--- src/rtl/ptrt_pkg.sv ---
// ----------------------------------------------------------------------------
// ptrt_pkg : shared types and constants of the periodic task ready timer
// Field widths, register codes and the structs that run down the cell chain.
// ----------------------------------------------------------------------------
package ptrt_pkg;

   localparam int PTRT_MAX_TASKS = 4;
   localparam int TICK_W         = 32;
   localparam int SLOT_CAP       = 4;
   localparam int SLOT_IDX_W     = 2;
   localparam int TASK_COUNT_W   = 3;
   localparam int CSR_IDX_W      = 3;

   typedef enum logic [CSR_IDX_W-1:0] {
      CSR_TASK_COUNT   = 3'd0,
      CSR_PERIOD_SLOT0 = 3'd1,
      CSR_PERIOD_SLOT1 = 3'd2,
      CSR_PERIOD_SLOT2 = 3'd3,
      CSR_PERIOD_SLOT3 = 3'd4
   } csr_reg_type;

   // wavefront of one request as it passes from cell to cell
   typedef struct packed {
      logic                  valid;
      logic                  changed;
      logic [TICK_W-1:0]     delta;
      logic [SLOT_CAP-1:0]   served;
      logic                  newly;
      logic [SLOT_CAP-1:0]   mask;
      logic                  found;
      logic [SLOT_IDX_W-1:0] index;
   } wave_type;

   typedef struct packed {
      logic                  newly;
      logic [SLOT_CAP-1:0]   mask;
      logic                  found;
      logic [SLOT_IDX_W-1:0] index;
   } result_type;

   typedef struct packed {
      logic              we;
      logic [TICK_W-1:0] data;
   } period_wr_type;

endpackage

--- src/rtl/ptrt_channels.sv ---
// ----------------------------------------------------------------------------
// ptrt_channels : valid/ready channels of the periodic task ready timer
// Request, response and register write channels with source and sink views.
// ----------------------------------------------------------------------------
interface ptrt_req_if;
   import ptrt_pkg::*;

   logic              valid;
   logic              ready;
   logic [TICK_W-1:0] now_ticks;
   logic [SLOT_CAP-1:0] served_mask;

   modport source (output valid, output now_ticks, output served_mask, input ready);
   modport sink   (input valid, input now_ticks, input served_mask, output ready);
endinterface

interface ptrt_rsp_if;
   import ptrt_pkg::*;

   logic                  valid;
   logic                  ready;
   logic                  newly_ready;
   logic [SLOT_CAP-1:0]   ready_mask;
   logic                  ready_found;
   logic [SLOT_IDX_W-1:0] ready_index;

   modport source (output valid, output newly_ready, output ready_mask,
                   output ready_found, output ready_index, input ready);
   modport sink   (input valid, input newly_ready, input ready_mask,
                   input ready_found, input ready_index, output ready);
endinterface

interface ptrt_csr_if;
   import ptrt_pkg::*;

   logic                 valid;
   logic                 ready;
   logic [CSR_IDX_W-1:0] index;
   logic [TICK_W-1:0]    data;

   modport source (output valid, output index, output data, input ready);
   modport sink   (input valid, input index, input data, output ready);
endinterface

--- src/rtl/ptrt_cell.sv ---
// ----------------------------------------------------------------------------
// ptrt_cell : one task slot of the timer chain
// Holds the period, elapsed time and ready flag of one slot and updates them
// as the request wavefront passes, then hands the wavefront on.
// ----------------------------------------------------------------------------
module ptrt_cell #(
   parameter int SLOT_INDEX = 0
) (
   input  logic                                clock,
   input  logic                                reset,
   input  logic [ptrt_pkg::TASK_COUNT_W-1:0]   task_count,
   input  ptrt_pkg::period_wr_type             period_wr,
   input  ptrt_pkg::wave_type                  wave_in,
   output ptrt_pkg::wave_type                  wave_out
);
   import ptrt_pkg::*;

   localparam logic [SLOT_IDX_W-1:0]   SLOT      = SLOT_IDX_W'(SLOT_INDEX);
   localparam logic [TASK_COUNT_W-1:0] SLOT_TASK = TASK_COUNT_W'(SLOT_INDEX);

   logic [TICK_W-1:0] period_ff;
   logic [TICK_W-1:0] elapsed_ff, elapsed_in;
   logic              ready_ff, ready_in;
   wave_type          wave_ff, wave_in_next;

   logic              in_use;
   logic              advance;
   logic              fire;
   logic [TICK_W:0]   sum;
   logic [TICK_W-1:0] sat;

   always_comb begin
      in_use  = task_count > SLOT_TASK;
      sum     = {1'b0, elapsed_ff} + {1'b0, wave_in.delta};
      sat     = sum[TICK_W] ? {TICK_W{1'b1}} : sum[TICK_W-1:0];
      advance = wave_in.valid && wave_in.changed && in_use && (period_ff != '0);
      fire    = advance && (sat >= period_ff);

      elapsed_in = elapsed_ff;
      ready_in   = ready_ff;
      if (wave_in.valid) begin
         // served flag drops before the update
         if (wave_in.served[SLOT]) begin
            ready_in = 1'b0;
         end
         if (advance) begin
            elapsed_in = fire ? '0 : sat;
         end
         if (fire) begin
            ready_in = 1'b1;
         end
      end

      wave_in_next             = wave_in;
      wave_in_next.newly       = wave_in.newly | fire;
      wave_in_next.mask[SLOT]  = ready_in;
      if (in_use && ready_in && !wave_in.found) begin
         wave_in_next.found = 1'b1;
         wave_in_next.index = SLOT;
      end
   end

   always_ff @(posedge clock) begin
      if (reset) begin
         period_ff  <= '0;
         elapsed_ff <= '0;
         ready_ff   <= 1'b0;
      end else begin
         if (period_wr.we) begin
            period_ff <= period_wr.data;
         end
         elapsed_ff <= elapsed_in;
         ready_ff   <= ready_in;
      end
   end

   always_ff @(posedge clock) begin
      if (reset) begin
         wave_ff <= '0;
      end else begin
         wave_ff <= wave_in_next;
      end
   end

   assign wave_out = wave_ff;

endmodule

--- src/rtl/ptrt_rsp_stage.sv ---
// ----------------------------------------------------------------------------
// ptrt_rsp_stage : response register with one skid entry
// Takes the wavefront leaving the chain and presents it as a response.
// ----------------------------------------------------------------------------
module ptrt_rsp_stage (
   input  logic               clock,
   input  logic               reset,
   input  ptrt_pkg::wave_type wave_in,
   output logic               hold_full,
   ptrt_rsp_if.source         rsp_ch
);
   import ptrt_pkg::*;

   logic       out_valid_ff, out_valid_in;
   result_type out_ff, out_in;
   logic       hold_valid_ff, hold_valid_in;
   result_type hold_ff, hold_in;
   result_type res;
   logic       out_free;

   always_comb begin
      res      = '{newly: wave_in.newly, mask: wave_in.mask,
                   found: wave_in.found, index: wave_in.index};
      out_free = !out_valid_ff || rsp_ch.ready;

      out_valid_in  = out_valid_ff && !rsp_ch.ready;
      out_in        = out_ff;
      hold_valid_in = hold_valid_ff;
      hold_in       = hold_ff;

      if (out_free) begin
         if (hold_valid_ff) begin
            out_in        = hold_ff;
            out_valid_in  = 1'b1;
            hold_valid_in = 1'b0;
         end else if (wave_in.valid) begin
            out_in       = res;
            out_valid_in = 1'b1;
         end
      end else if (wave_in.valid) begin
         // park the result while the response still waits
         hold_in       = res;
         hold_valid_in = 1'b1;
      end
   end

   always_ff @(posedge clock) begin
      if (reset) begin
         out_valid_ff  <= 1'b0;
         hold_valid_ff <= 1'b0;
      end else begin
         out_valid_ff  <= out_valid_in;
         hold_valid_ff <= hold_valid_in;
      end
   end

   always_ff @(posedge clock) begin
      out_ff  <= out_in;
      hold_ff <= hold_in;
   end

   assign hold_full          = hold_valid_ff;
   assign rsp_ch.valid       = out_valid_ff;
   assign rsp_ch.newly_ready = out_ff.newly;
   assign rsp_ch.ready_mask  = out_ff.mask;
   assign rsp_ch.ready_found = out_ff.found;
   assign rsp_ch.ready_index = out_ff.index;

endmodule

--- src/rtl/periodic_task_ready_timer.sv ---
// ----------------------------------------------------------------------------
// periodic_task_ready_timer : ready-flag timer for periodic task slots
// Each request brings a tick sample and a served mask; the response gives
// the ready flags and the lowest ready slot in use.
// ----------------------------------------------------------------------------
// A request is taken when no earlier request is still in the slot chain and
// the response skid entry is empty. The request is registered once (tick
// difference against the last sample), then visits one slot cell per cycle,
// then lands in the response register, so a new request is taken only after
// the previous one has left the slot chain. Register writes are always taken.
module periodic_task_ready_timer #(
   parameter int MAX_TASKS = ptrt_pkg::PTRT_MAX_TASKS
) (
   input  logic       clock,
   input  logic       reset,
   ptrt_req_if.sink   req_ch,
   ptrt_rsp_if.source rsp_ch,
   ptrt_csr_if.sink   csr_ch
);
   import ptrt_pkg::*;

   logic [TASK_COUNT_W-1:0] task_count_ff;
   logic [TICK_W-1:0]       last_sample_ff, last_sample_in;
   wave_type                entry_ff, entry_in;
   wave_type                wave_chain [MAX_TASKS+1];
   period_wr_type           period_wr  [MAX_TASKS];
   logic                    chain_busy;
   logic                    hold_full;
   logic                    accept;
   logic                    csr_we;

   assign csr_ch.ready = 1'b1;
   assign csr_we       = csr_ch.valid && csr_ch.ready;

   always_comb begin
      chain_busy = 1'b0;
      for (int i = 0; i <= MAX_TASKS; i++) begin
         chain_busy = chain_busy | wave_chain[i].valid;
      end
   end

   assign req_ch.ready = !chain_busy && !hold_full;
   assign accept       = req_ch.valid && req_ch.ready;

   always_comb begin
      entry_in         = '0;
      entry_in.valid   = accept;
      entry_in.changed = req_ch.now_ticks != last_sample_ff;
      entry_in.delta   = req_ch.now_ticks - last_sample_ff;
      entry_in.served  = req_ch.served_mask;
      last_sample_in   = accept ? req_ch.now_ticks : last_sample_ff;
   end

   always_ff @(posedge clock) begin
      if (reset) begin
         task_count_ff  <= '0;
         last_sample_ff <= '0;
      end else begin
         last_sample_ff <= last_sample_in;
         if (csr_we) begin
            unique case (csr_ch.index)
               CSR_TASK_COUNT: task_count_ff <= csr_ch.data[TASK_COUNT_W-1:0];
               default: ;
            endcase
         end
      end
   end

   always_ff @(posedge clock) begin
      if (reset) begin
         entry_ff <= '0;
      end else begin
         entry_ff <= entry_in;
      end
   end

   assign wave_chain[0] = entry_ff;

   for (genvar g = 0; g < MAX_TASKS; g++) begin : g_slot
      assign period_wr[g].we   = csr_we &&
         (csr_ch.index == (CSR_IDX_W'(CSR_PERIOD_SLOT0) + CSR_IDX_W'(g)));
      assign period_wr[g].data = csr_ch.data;

      ptrt_cell #(
         .SLOT_INDEX (g)
      ) u_cell (
         .clock      (clock),
         .reset      (reset),
         .task_count (task_count_ff),
         .period_wr  (period_wr[g]),
         .wave_in    (wave_chain[g]),
         .wave_out   (wave_chain[g+1])
      );
   end

   ptrt_rsp_stage u_rsp_stage (
      .clock     (clock),
      .reset     (reset),
      .wave_in   (wave_chain[MAX_TASKS]),
      .hold_full (hold_full),
      .rsp_ch    (rsp_ch)
   );

endmodule
--- src/flat_wrapper.sv ---
// flat-port wrapper written by rule: the top's interface ports become plain ports
module periodic_task_ready_timer_flat import ptrt_pkg::*;
#(
   parameter int MAX_TASKS = ptrt_pkg::PTRT_MAX_TASKS
)
  (clock, reset, req_ch_valid, req_ch_now_ticks, req_ch_served_mask, req_ch_ready, rsp_ch_valid, rsp_ch_newly_ready, rsp_ch_ready_mask, rsp_ch_ready_found, rsp_ch_ready_index, rsp_ch_ready, csr_ch_valid, csr_ch_index, csr_ch_data, csr_ch_ready);
  ptrt_req_if req_ch_i ();
  ptrt_rsp_if rsp_ch_i ();
  ptrt_csr_if csr_ch_i ();
  input  logic clock;
  input  logic reset;
  input wire logic [$bits(req_ch_i.valid)-1:0] req_ch_valid;
  input wire logic [$bits(req_ch_i.now_ticks)-1:0] req_ch_now_ticks;
  input wire logic [$bits(req_ch_i.served_mask)-1:0] req_ch_served_mask;
  output wire logic [$bits(req_ch_i.ready)-1:0] req_ch_ready;
  output wire logic [$bits(rsp_ch_i.valid)-1:0] rsp_ch_valid;
  output wire logic [$bits(rsp_ch_i.newly_ready)-1:0] rsp_ch_newly_ready;
  output wire logic [$bits(rsp_ch_i.ready_mask)-1:0] rsp_ch_ready_mask;
  output wire logic [$bits(rsp_ch_i.ready_found)-1:0] rsp_ch_ready_found;
  output wire logic [$bits(rsp_ch_i.ready_index)-1:0] rsp_ch_ready_index;
  input wire logic [$bits(rsp_ch_i.ready)-1:0] rsp_ch_ready;
  input wire logic [$bits(csr_ch_i.valid)-1:0] csr_ch_valid;
  input wire logic [$bits(csr_ch_i.index)-1:0] csr_ch_index;
  input wire logic [$bits(csr_ch_i.data)-1:0] csr_ch_data;
  output wire logic [$bits(csr_ch_i.ready)-1:0] csr_ch_ready;
  assign req_ch_i.valid = req_ch_valid;
  assign req_ch_i.now_ticks = req_ch_now_ticks;
  assign req_ch_i.served_mask = req_ch_served_mask;
  assign req_ch_ready = req_ch_i.ready;
  assign rsp_ch_valid = rsp_ch_i.valid;
  assign rsp_ch_newly_ready = rsp_ch_i.newly_ready;
  assign rsp_ch_ready_mask = rsp_ch_i.ready_mask;
  assign rsp_ch_ready_found = rsp_ch_i.ready_found;
  assign rsp_ch_ready_index = rsp_ch_i.ready_index;
  assign rsp_ch_i.ready = rsp_ch_ready;
  assign csr_ch_i.valid = csr_ch_valid;
  assign csr_ch_i.index = csr_ch_index;
  assign csr_ch_i.data = csr_ch_data;
  assign csr_ch_ready = csr_ch_i.ready;
  periodic_task_ready_timer #(.MAX_TASKS(MAX_TASKS)) u_core (.clock(clock), .reset(reset), .req_ch(req_ch_i), .rsp_ch(rsp_ch_i), .csr_ch(csr_ch_i));
endmodule
--- config.mk ---
export PLATFORM = sky130hd
export DESIGN_NAME = periodic_task_ready_timer_flat
export DESIGN_NICKNAME = d
export VERILOG_FILES = /design/src/rtl/ptrt_pkg.sv /design/src/rtl/ptrt_channels.sv /design/src/rtl/ptrt_cell.sv /design/src/rtl/ptrt_rsp_stage.sv /design/src/rtl/periodic_task_ready_timer.sv /design/src/flat_wrapper.sv
export SDC_FILE = /design/constraint.sdc
export NUM_CORES = 1
export LEC_CHECK = 0
export BUFFER_PORTS_ARGS = -buffer_cell sky130_fd_sc_hd__buf_4
export CORE_AREA = 10 10 273 275
export DETAILED_ROUTE_END_ITERATION = 7
export DIE_AREA = 0 0 283 285
export MAX_ROUTING_LAYER = met4
export PLACE_DENSITY = 0.65
export SETUP_SLACK_MARGIN = 0.5
export SLEW_MARGIN = 20
export SYNTH_ARGS = -nofsm -noshare
export SYNTH_HDL_FRONTEND = slang
export SYNTH_HIERARCHICAL = 1
export SYNTH_SLANG_ARGS = --single-unit
--- constraint.sdc ---
create_clock -name clock -period 6.8 [get_ports clock]
set_input_delay 0 -clock clock [delete_from_list [all_inputs] [get_ports clock]]
set_output_delay 0 -clock clock [all_outputs]
set_load 0.01 [all_outputs]
==> impl_results.md <==
* Arrival time worst endpoint at 6.49 ns
* Pin count of the biggest net entering global routing at 126
* Vias post-DR at 24447
* Max layer used: met4
* Met2 routed WL at 38.4 mm
* GRT Total Usage at 0.203
* Clock skew at 0.0432 ns
* Post-route minimum period at roughly 5.9 ns
* Max H-tree Level at 2
* Detail Placement HPWL at 63.9 mm
* Worst-path cell chain: ha_1 -> fa_1 -> a211oi_1 -> o21bai_1 -> o211a_1 -> o211ai_1 -> and3_1 -> nand2_1 -> a31oi_4 -> nand2_1 -> ha_1 -> a21o_1 -> a211o_1 -> a2111oi_0 -> a2111oi_1 -> nor3_1 -> nand2_1 -> inv_1 -> buf_12 -> a22o_1
* Tot Pwr at 7.26 mW
* Num CTS Buffers at 54
* CP top delay family: compound AO/OA/AOI/OAI gates
* First-pass GRT wire length at 130 mm
* Buffers on Ports at 85
* Final ANT Viol Nets at 0
* Root Buffer: clkbuf_16
* Worst endpoint required time at 7.37 ns
* Routed met1 length at 37.7 mm
* Mean number of vias per cell at 5.49
* Crit path top cell by count: nand2_1
* FMAX at approximately 0.17 GHz
* DRC viols at 0
* Rel. slew slack at 0.294
* Diodes inserted at 0
* Maximum buffer depth of the clock tree at 3
* Final layout net count at 3836
* Share of cells above drive strength 1 at 0.0800
* # IOs at 87
* TNS Setup at 0 ns
* Met3 WL at 3.28 mm
* Layout filler cell count at 6763
* Leakage power at ~14 nW
* Post-cts sizing count at 0
* CTS tree: yes
* DRT Wirelength at 82.4 mm
* Critical Path Sink Type: register
* Gpl congestion at 0.922
* Die W at between 200 and 300 um
* GRT overflow at 0
* CP max stage delay at 0.58 ns
* Final core utilization at 0.472
* Peak VDD IR at between 150 and 200 uV
* Die Area at 0.0807 mm^2
* Die Span Y at 285 um
* Final Cycle Share at 0.870
* Vias in the first global route at 23248
* Yosys warns at 6
* Post-synthesis cell count at 3383
* Max Cap Viol at 0
* Setup Buffers After CTS at 0
* Worst skew pair latency at 0.64 ns
* Wire per inst at 18.5 um
* Worst slew pin tran at 1.06 ns
* Power Density at between 200 and 250 mW/mm^2
* Worst Path Max Fanout at 16
* Number of setup violations in the final report at 0
* RSZ-0062 raised after global routing: false
* Crit path buffers/inverters at 2
* Slew Viols, Final at 0
* Row cnt at 97
* Initial antenna violation count at 1
* Hold WC Path Type: in -> reg
* Pre-antenna DRT Iters at 7
* Status: finished, final reports clean
* Setup Crit Path Kind: reg -> reg
* Starting Density at 0.415
* CP max stage cell: a2111oi_0
* CP Launch Type: register
* Synthesized cell area at approximately 0.029 mm^2
* Final number of hold-violating endpoints at 0
* Worst-path clk slew at 0.06 ns
* CTS sink cnt at 482
* Syn_area_per_cell at around 8.5 um^2
* Drt first-iter violations at around 1500
* Area delta synth->final at 13.9%
* Standard cell core area at 0.0693 mm^2
==> metal layers <==
metal	up-vias	global-route usage
met4	0	0.0767
met1	11510	0.258
met3	136	0.0223
li1	12214	-
met5	-	-
met2	587	0.327
==> worst min-delay path: cells and delay by family <==
family / cells / cell delay, ns
buffers and inverters: 1 / 0.09
multiplexers: 1 / 0.14
AND/OR/NAND/NOR: 3 / 0.42
==> repair_timing <==
action | in CTS | in global routing
hold buffers | 73 | 0
setup endpoints to repair | 0 | 15
endpoints found under the hold margin | 249 | 0
==> report_power, final <==
part / leakage (nW) / total [mW] / internal (mW) / switching, mW
combinational: 8.82 / 1.09 / 0.440 / 0.650
clock: 0.943 / 3.15 / 1.88 / 1.27
sequential: 3.94 / 3.02 / 2.94 / 0.0874
==> final timing paths <==
kind                                                            from                                     end  slack, ns  depth (start not counted)
worst max register to register  u_core/g_slot[2].u_cell/wave_out[12]  u_core/g_slot[3].u_cell/elapsed_ff[26]       0.88                         20
worst min register to register   u_core/g_slot[1].u_cell/wave_out[3]     u_core/g_slot[2].u_cell/wave_out[3]       0.43                          1
worst max-delay path            u_core/g_slot[2].u_cell/wave_out[12]  u_core/g_slot[3].u_cell/elapsed_ff[26]       0.88                         20
worst min-delay path                                 csr_ch_index[2]                 u_core/task_count_ff[2]       0.04                          5
==> sequential cells by signal, indices dropped and copies added (netlist names) <==
| signal | cells |
|---|---|
| u_core/entry_ff | 38 |
| u_core/g_slot.u_cell/elapsed_ff | 128 |
| u_core/g_slot.u_cell/period_ff | 128 |
| u_core/g_slot.u_cell/ready_ff | 1 |
| u_core/g_slot.u_cell/wave_out | 134 |
| u_core/last_sample_ff | 32 |
| u_core/task_count_ff | 3 |
| u_core/u_rsp_stage/hold_ff | 8 |
| u_core/u_rsp_stage/hold_full | 1 |
| u_core/u_rsp_stage/rsp_ch.newly_ready | 1 |
| u_core/u_rsp_stage/rsp_ch.ready_found | 1 |
| u_core/u_rsp_stage/rsp_ch.ready_index | 2 |
| u_core/u_rsp_stage/rsp_ch.ready_mask | 4 |
| u_core/u_rsp_stage/rsp_ch.valid | 1 |
==> metrics by stage <==
step           area [um^2]  worst slack (ns)  std cells  hold WS (ns)
6_report             32700             0.881       4452        0.0408
5_1_grt              32700             0.597       4452        0.0606
4_1_cts              32700             0.807       4451       0.00489
3_5_place_dp         30000             0.845       4278         0.220
3_3_place_gp         30000             0.941       4278         0.217
2_1_floorplan        28800              1.96       3387        0.0691
==> cell type report <==
type / count / area, um^2 / area share
timing repair buffer: 179 / 1550 / 0.0472
clock buffer: 77 / 1600 / 0.0488
tap: 940 / 1180 / 0.0359
inverter: 222 / 833 / 0.0254
clock inverter: 23 / 350 / 0.0107
multi-input combinational: 2529 / 17400 / 0.532
sequential: 482 / 9810 / 0.300
==> cells in the final DEF (no fill, tap or decap), types with 46 or more instances in the layout <==
master         instances
nand4_1               54
dlygate4sd3_1         73
a21oi_1              278
clkbuf_16             54
ha_1                 287
buf_4                104
mux2i_1              136
nand2_1              371
inv_1                222
a22o_1                87
nand3_1               46
a21o_1                49
dfxtp_1              466
nor2b_1              136
o21ai_0              158
xor2_1                49
nor2_1               262
xnor2_1               61
(Power assumes the default switching activity.)
